## src/sv/tlpt_pkg.sv

```systemverilog
// Package: shared types, constants and codes for the two-level page table walker.
`timescale 1ns / 1ps

package tlpt_pkg;

    localparam int L1_ENTRIES      = 4096;
    localparam int L2_ENTRIES      = 256;
    localparam int POOL_TABLES_DEF = 64;

    localparam int ADDR_W      = 32;
    localparam int PAGE_ATTR_W = 12;
    localparam int SECT_ATTR_W = 20;
    localparam int CFG_IDX_W   = 1;
    localparam int L1_IDX_W    = $clog2(L1_ENTRIES);
    localparam int L2_IDX_W    = $clog2(L2_ENTRIES);
    localparam int TABLE_SHIFT = L2_IDX_W + 2;
    localparam int PAGE_SHIFT  = 12;
    localparam int SECT_SHIFT  = ADDR_W - L1_IDX_W;

    typedef enum logic [1:0] {
        CMD_MAP       = 2'd0,
        CMD_TRANSLATE = 2'd1,
        CMD_SECTION   = 2'd2,
        CMD_CLEAR     = 2'd3
    } cmd_t;

    typedef enum logic [1:0] {
        STAT_OK        = 2'd0,
        STAT_NOT_TABLE = 2'd1,
        STAT_POOL_FULL = 2'd2
    } status_t;

    typedef enum logic [CFG_IDX_W-1:0] {
        CFG_POOL_BASE     = 1'b0,
        CFG_SECTION_ATTRS = 1'b1
    } cfg_idx_t;

    localparam logic [1:0] DESC_FAULT   = 2'd0;
    localparam logic [1:0] DESC_COARSE  = 2'd1;
    localparam logic [1:0] DESC_SECTION = 2'd2;
    localparam logic [1:0] DESC_SMALL   = 2'd2;

    typedef struct packed {
        logic [1:0]             cmd;
        logic [ADDR_W-1:0]      virt_addr;
        logic [ADDR_W-1:0]      phys_addr;
        logic [PAGE_ATTR_W-1:0] page_attrs;
    } in_item_t;

    typedef struct packed {
        logic [1:0]        status;
        logic              found;
        logic [ADDR_W-1:0] translated_addr;
    } out_item_t;

    typedef enum logic [2:0] {
        S_INIT,
        S_IDLE,
        S_DECIDE,
        S_L2_CLEAR,
        S_FINISH
    } state_t;

    typedef struct packed {
        logic init_step;
        logic accept;
        logic decide;
        logic clr_step;
        logic finish;
    } ctrl_cmd_t;

    typedef struct packed {
        logic init_last;
        logic clr_last;
        logic need_clear;
        logic out_free;
    } dp_stat_t;

endpackage

```

## src/sv/tlpt_ctrl.sv

```systemverilog
// Controller: sequences L1 clearing, lookup, table clearing and completion.
`timescale 1ns / 1ps

module tlpt_ctrl (
    input  logic                aclk,
    input  logic                aresetn,
    input  logic                s_valid,
    output logic                s_ready,
    input  tlpt_pkg::dp_stat_t  stat,
    output tlpt_pkg::ctrl_cmd_t ctrl
);
    import tlpt_pkg::*;

    state_t state_reg;
    state_t state_next;

    always_ff @(posedge aclk) begin
        if (!aresetn) begin
            state_reg <= S_INIT;
        end else begin
            state_reg <= state_next;
        end
    end

    always_comb begin
        state_next = state_reg;
        case (state_reg)
            S_INIT: begin
                if (stat.init_last) state_next = S_IDLE;
            end
            S_IDLE: begin
                if (s_valid) state_next = S_DECIDE;
            end
            S_DECIDE: begin
                state_next = stat.need_clear ? S_L2_CLEAR : S_FINISH;
            end
            S_L2_CLEAR: begin
                if (stat.clr_last) state_next = S_FINISH;
            end
            S_FINISH: begin
                if (stat.out_free) state_next = S_IDLE;
            end
            default: state_next = S_INIT;
        endcase
    end

    always_comb begin
        ctrl    = '0;
        s_ready = 1'b0;
        case (state_reg)
            S_INIT: begin
                ctrl.init_step = 1'b1;
            end
            S_IDLE: begin
                s_ready     = 1'b1;
                ctrl.accept = s_valid;
            end
            S_DECIDE: begin
                ctrl.decide = 1'b1;
            end
            S_L2_CLEAR: begin
                ctrl.clr_step = 1'b1;
            end
            S_FINISH: begin
                ctrl.finish = stat.out_free;
            end
            default: begin
                ctrl = '0;
            end
        endcase
    end

endmodule

```

## config.mk

```make
export PLATFORM = sky130hd
export DESIGN_NAME = tlpt_ctrl
export DESIGN_NICKNAME = d
export VERILOG_FILES = /design/src/sv/tlpt_pkg.sv /design/src/sv/tlpt_ctrl.sv
export SDC_FILE = /design/constraint.sdc
export NUM_CORES = 1
export LEC_CHECK = 0
export BUFFER_PORTS_ARGS = -buffer_cell sky130_fd_sc_hd__buf_2
export CAP_MARGIN = 10
export CORE_AREA = 2 2 39 41
export CTS_BUF_LIST = sky130_fd_sc_hd__clkbuf_4
export DETAILED_ROUTE_END_ITERATION = 10
export DIE_AREA = 0 0 41 43
export HOLD_SLACK_MARGIN = 0.1
export SYNTH_ARGS = -nofsm -noshare
export SYNTH_HDL_FRONTEND = slang
export SYNTH_SLANG_ARGS = --single-unit
```

## constraint.sdc

```tcl
create_clock -name aclk -period 2.6 [get_ports aclk]
set_clock_uncertainty 0.1 [all_clocks]
set_input_delay 0.39 -clock aclk [delete_from_list [all_inputs] [get_ports aclk]]
set_output_delay 0.39 -clock aclk [all_outputs]
set_load 0.01 [all_outputs]
```

=== Word-level counts from Yosys, hierarchy flattened ===
Index checks and enable logic that the tools add are counted.

* Bits in registers: 3
* Latch bits: 0
* Memory bits (writable): 0
* Memory bits (read-only): 0
* Input port bits: 7
* Output and inout port bits: 6
* Logic and storage cells: 23
* Memories: 0

* $add $sub $neg: 0
* $mul: 0
* Divide/modulo/power cells: 0
* $lt $le $gt $ge: 0
* Eq/ne operators: 8
* Shift operators: 0
* Muxes and demuxes: 12
* Bitwise logic cells: 0
* Reductions and logical operators: 2

{| class="wikitable"
|+ Operator list
! operator !! count
|-
| 2-to-1 mux 3 bit || 5
|-
| case mux 3 bit (5 select lines) || 1
|-
| inequality test 2 bit, second input constant || 4
|-
| equality test 3 x 2 -> 1 bit, second input constant || 2
|-
| 2-to-1 mux 1 bit || 6
|-
| AND reduction 4 bit || 1
|-
| equality test 3 x 1 -> 1 bit, second input constant || 1
|-
| equality test 3 bit, second input constant || 1
|-
| logical NOT 3 bit || 1
|}

=== Logic depth before layout (Yosys ltp) ===
* Depth in word-level cells: 3
* Depth in mapped cells: 5

=== Least setup slack after synthesis ===
OpenSTA, ideal clock, no wires.

* Path type: register to output
* From: reg state_reg[0]
* To: out ctrl[3] (netlist bit)
* Data arrival time: 0.940 ns
* Data required time: 2.110 ns
* Slack: 1.170 ns
* Stages on the path, launching flop included: 4
* Buffers on the path: 1
* Path through: dfxtp_1 buf_4 nor3b_2 and2_1

{| class="wikitable"
|+ RTL lines
! element !! line !! RTL
|-
| start: declaration || tlpt_ctrl.sv:14 || <nowiki>state_t state_reg;</nowiki>
|-
| start signal: assignment || tlpt_ctrl.sv:21 || <nowiki>state_reg <= state_next;</nowiki>
|-
| end: declaration || tlpt_ctrl.sv:10 || <nowiki>output tlpt_pkg::ctrl_cmd_t ctrl</nowiki>
|}

==> impl_metrics.tcl <==
set metrics [dict create \
    outcome "completed" \
    finalHoldViolCount 0 \
    row_count 14 \
    synth-edff-count 0 \
    r2r_setup_slack_ns 1.28 \
    viasPerCell 4.23 \
    synthCells 31 \
    yosys_warnings 0 \
    ys_seq_area_share_pct 21.8 \
    max-vdd-ir-drop_uv 326 \
    power_leakage_nw 0.162 \
    worstSetupStartpointType "register" \
    clkSlewWorstSetupHoldPaths_ns 0.03 \
    comb_power_share_pct 38.7 \
    ys_types 25 \
    worstSetupStartpoint "state_reg[0]$_SDFFE_PN0P_" \
    nFillCells 164 \
    routedWlPerCell_um 9.43 \
    first_iter_violations 0 \
    pre_cts_slack_ns 1.08 \
    crit_type "reg2out" \
    grt_pass1_vias 226 \
    gp_congestion 0.658 \
    async_flop_share_pct 0 \
    synth_nets 38 \
    htree_levels 1 \
    power_density_nw_per_um2 832 \
    clk_latency_ns 0.23 \
    post-cts-setup-buffers 0 \
    post_cts_resized 0 \
    drive_gt1_share_pct 50.0 \
    critPathCaptureType "output port" \
    clkPwrFrac_pct 30.7 \
    nNetsFinal 52 \
    dp_hpwl_um 444 \
    worstRegToRegCells 4 \
    max_slew_margin_pct 73.7 \
    cts_max_path_buffers 2 \
    drc 0 \
    cts_inserted_buffers 3 \
    synth-seq-cells 3 \
    port_buffers 12 \
    max_freq_mhz 572 \
    largest_register_ffs 3 \
    rsz0062_at_grt "false" \
    seqPwrFrac_pct 30.6 \
    start_util_pct 19.9 \
    switchingPower_w 0.000109 \
    avgSynthCellArea_um2 8.88 \
    dp_cells 56 \
    fin_ws_ns 0.852 \
    die-area_um2 1760 \
    die_w_um 41 \
    ctsRootBufferMaster "clkbuf_4" \
    tns_ns 0 \
    p_int_w 0.000187 \
    crit_arrival_ns 1.26 \
    synthTopCellsByCount "dfxtp_1, buf_6, nor2_1, nor3b_1, nor3b_2" \
    dr.pass1.iters 1 \
    worst_slew_pin_slew_ns 0.394 \
    maxCapViolCount 0 \
    reg2reg_from "state_reg[2]$_SDFFE_PN0P_" \
    antenna_left 0 \
    cts_hold_buf 0 \
    pin_count 13 \
    hold_path.class "in2reg" \
    timing.rr.end "state_reg[0]$_SDFFE_PN0P_" \
    synth.area.top_cells "dfxtp_1, nor3b_2, buf_6" \
    diodes 0 \
    yosys.area.top_type_share_pct 21.8 \
    critPathRequiredTime_ns 2.11 \
    grt_overflow 0 \
    postLayoutCoreUtil_pct 25.7 \
    timing.final.crit_share_pct 67.2 \
    drt-total-wl_um 566 \
    drv_slew 0 \
    final-setup-viol-count 0 \
    post-synth-top-count-cell "dfxtp_1" \
    grt_util_all_layers_pct 8.33 \
    antenna_found_initial 0 \
    clock_sinks 3 \
    grt_start_max_net_pins 14 \
    syn_area_um2 275 \
    layout-area-overhead-vs-synth_pct 29.1 \
    synthFlopType "dfxtp_1" \
    grt_pass1_wl_um 931 \
    dieHeight_um 43 \
    period_minus_slack_ns 1.75 \
    critPathMaxFanout 13 \
    coreArea_um2 1380 \
    cp-endpoint "ctrl[3]" \
    multi_input_area_um2 181 \
    tritoncts "done" \
    layout.cells.non_filler 60 \
    yosysTopAreaCell "dfxtp_1" \
    seqCellArea_um2 60.1 \
    p_sw_share_pct 36.7 \
    via_count 254 \
]
==> worst max-delay path: stages, from the launching register on <==
cell and delay (ns):
dfxtp_1 0.53, nor3b_2 0.25, and2_1 0.14, buf_2 0.12
==> metal layers <==
| metal | share of wire [%] | global-route usage, % | wire length (um) |
|---|---|---|---|
| met1 | 42 | 8.36 | 240 |
| met2 | 53 | 12.2 | 302 |
| met3 | 3.9 | 3.14 | 22 |
| met4 | 0 | 8.00 | 0 |
| met5 | 0 | 0 | 0 |
==> power by group through the flow <==
stage	clock network (W)	registers, W	logic [W]
2_1_floorplan	0	0.0000658	0.000119
3_3_place_gp	0	0.0000904	0.000115
3_5_place_dp	0	0.0000914	0.000117
4_1_cts	0.0000955	0.0000910	0.000117
5_1_grt	0.000101	0.0000957	0.000130
6_report	0.0000907	0.0000905	0.000114
==> stage by stage <==
step / power [W] / hold WS [ns] / area [um2]
floorplan: 0.000185 / 0.408 / 275
global placement: 0.000206 / 0.496 / 325
detailed placement: 0.000208 / 0.510 / 325
CTS: 0.000304 / 0.316 / 355
global route: 0.000326 / 0.333 / 355
finish: 0.000296 / 0.320 / 355
==> kinds of logic after synthesis <==
family | synth area share [%]
flops | 21.8
compound gates | 16.4
buf+inv | 12.3
simple gates | 49.5
==> cells in the final DEF (no fill, tap or decap) <==
cell type	n
buf_2	12
clkbuf_4	4
dfxtp_1	3
nor3b_1	2
nor3b_2	2
nor2_1	2
and3b_1	1
nor3_1	1
nor4bb_1	1
and2_1	1
nand2_2	1
nand2b_1	1
nor2_2	1
and4bb_1	1
a31oi_2	1
nand2_1	1
inv_1	1
nor2b_1	1
o22ai_1	1
nand4b_1	1
o21ai_1	1
a21oi_2	1
nor4b_1	1
o21a_1	1
a21oi_1	1
==> area by class of cell <==
| cell class | instances | area share, % |
|---|---|---|
| Tap cell | 16 | 5.63 |
| Inverter | 1 | 1.06 |
| Timing Repair Buffer | 12 | 16.9 |
| Sequential cell | 3 | 16.9 |
| Clock buffer | 4 | 8.45 |
| Multi-Input combinational cell | 24 | 51.1 |
==> worst min-delay path by stage <==
stage                                    from                         to  slack [ns]  depth (start not counted)
finish                                aresetn  state_reg[2]$_SDFFE_PN0P_        0.32                          2
global placement    state_reg[0]$_SDFFE_PN0P_  state_reg[0]$_SDFFE_PN0P_        0.50                          2
CTS                                   aresetn  state_reg[2]$_SDFFE_PN0P_        0.32                          2
global route                          aresetn  state_reg[2]$_SDFFE_PN0P_        0.33                          2
detailed placement  state_reg[0]$_SDFFE_PN0P_  state_reg[0]$_SDFFE_PN0P_        0.51                          2
floorplan                             aresetn  state_reg[2]$_SDFFE_PN0P_        0.41                          1
Power figures use the tool's default switching activity.
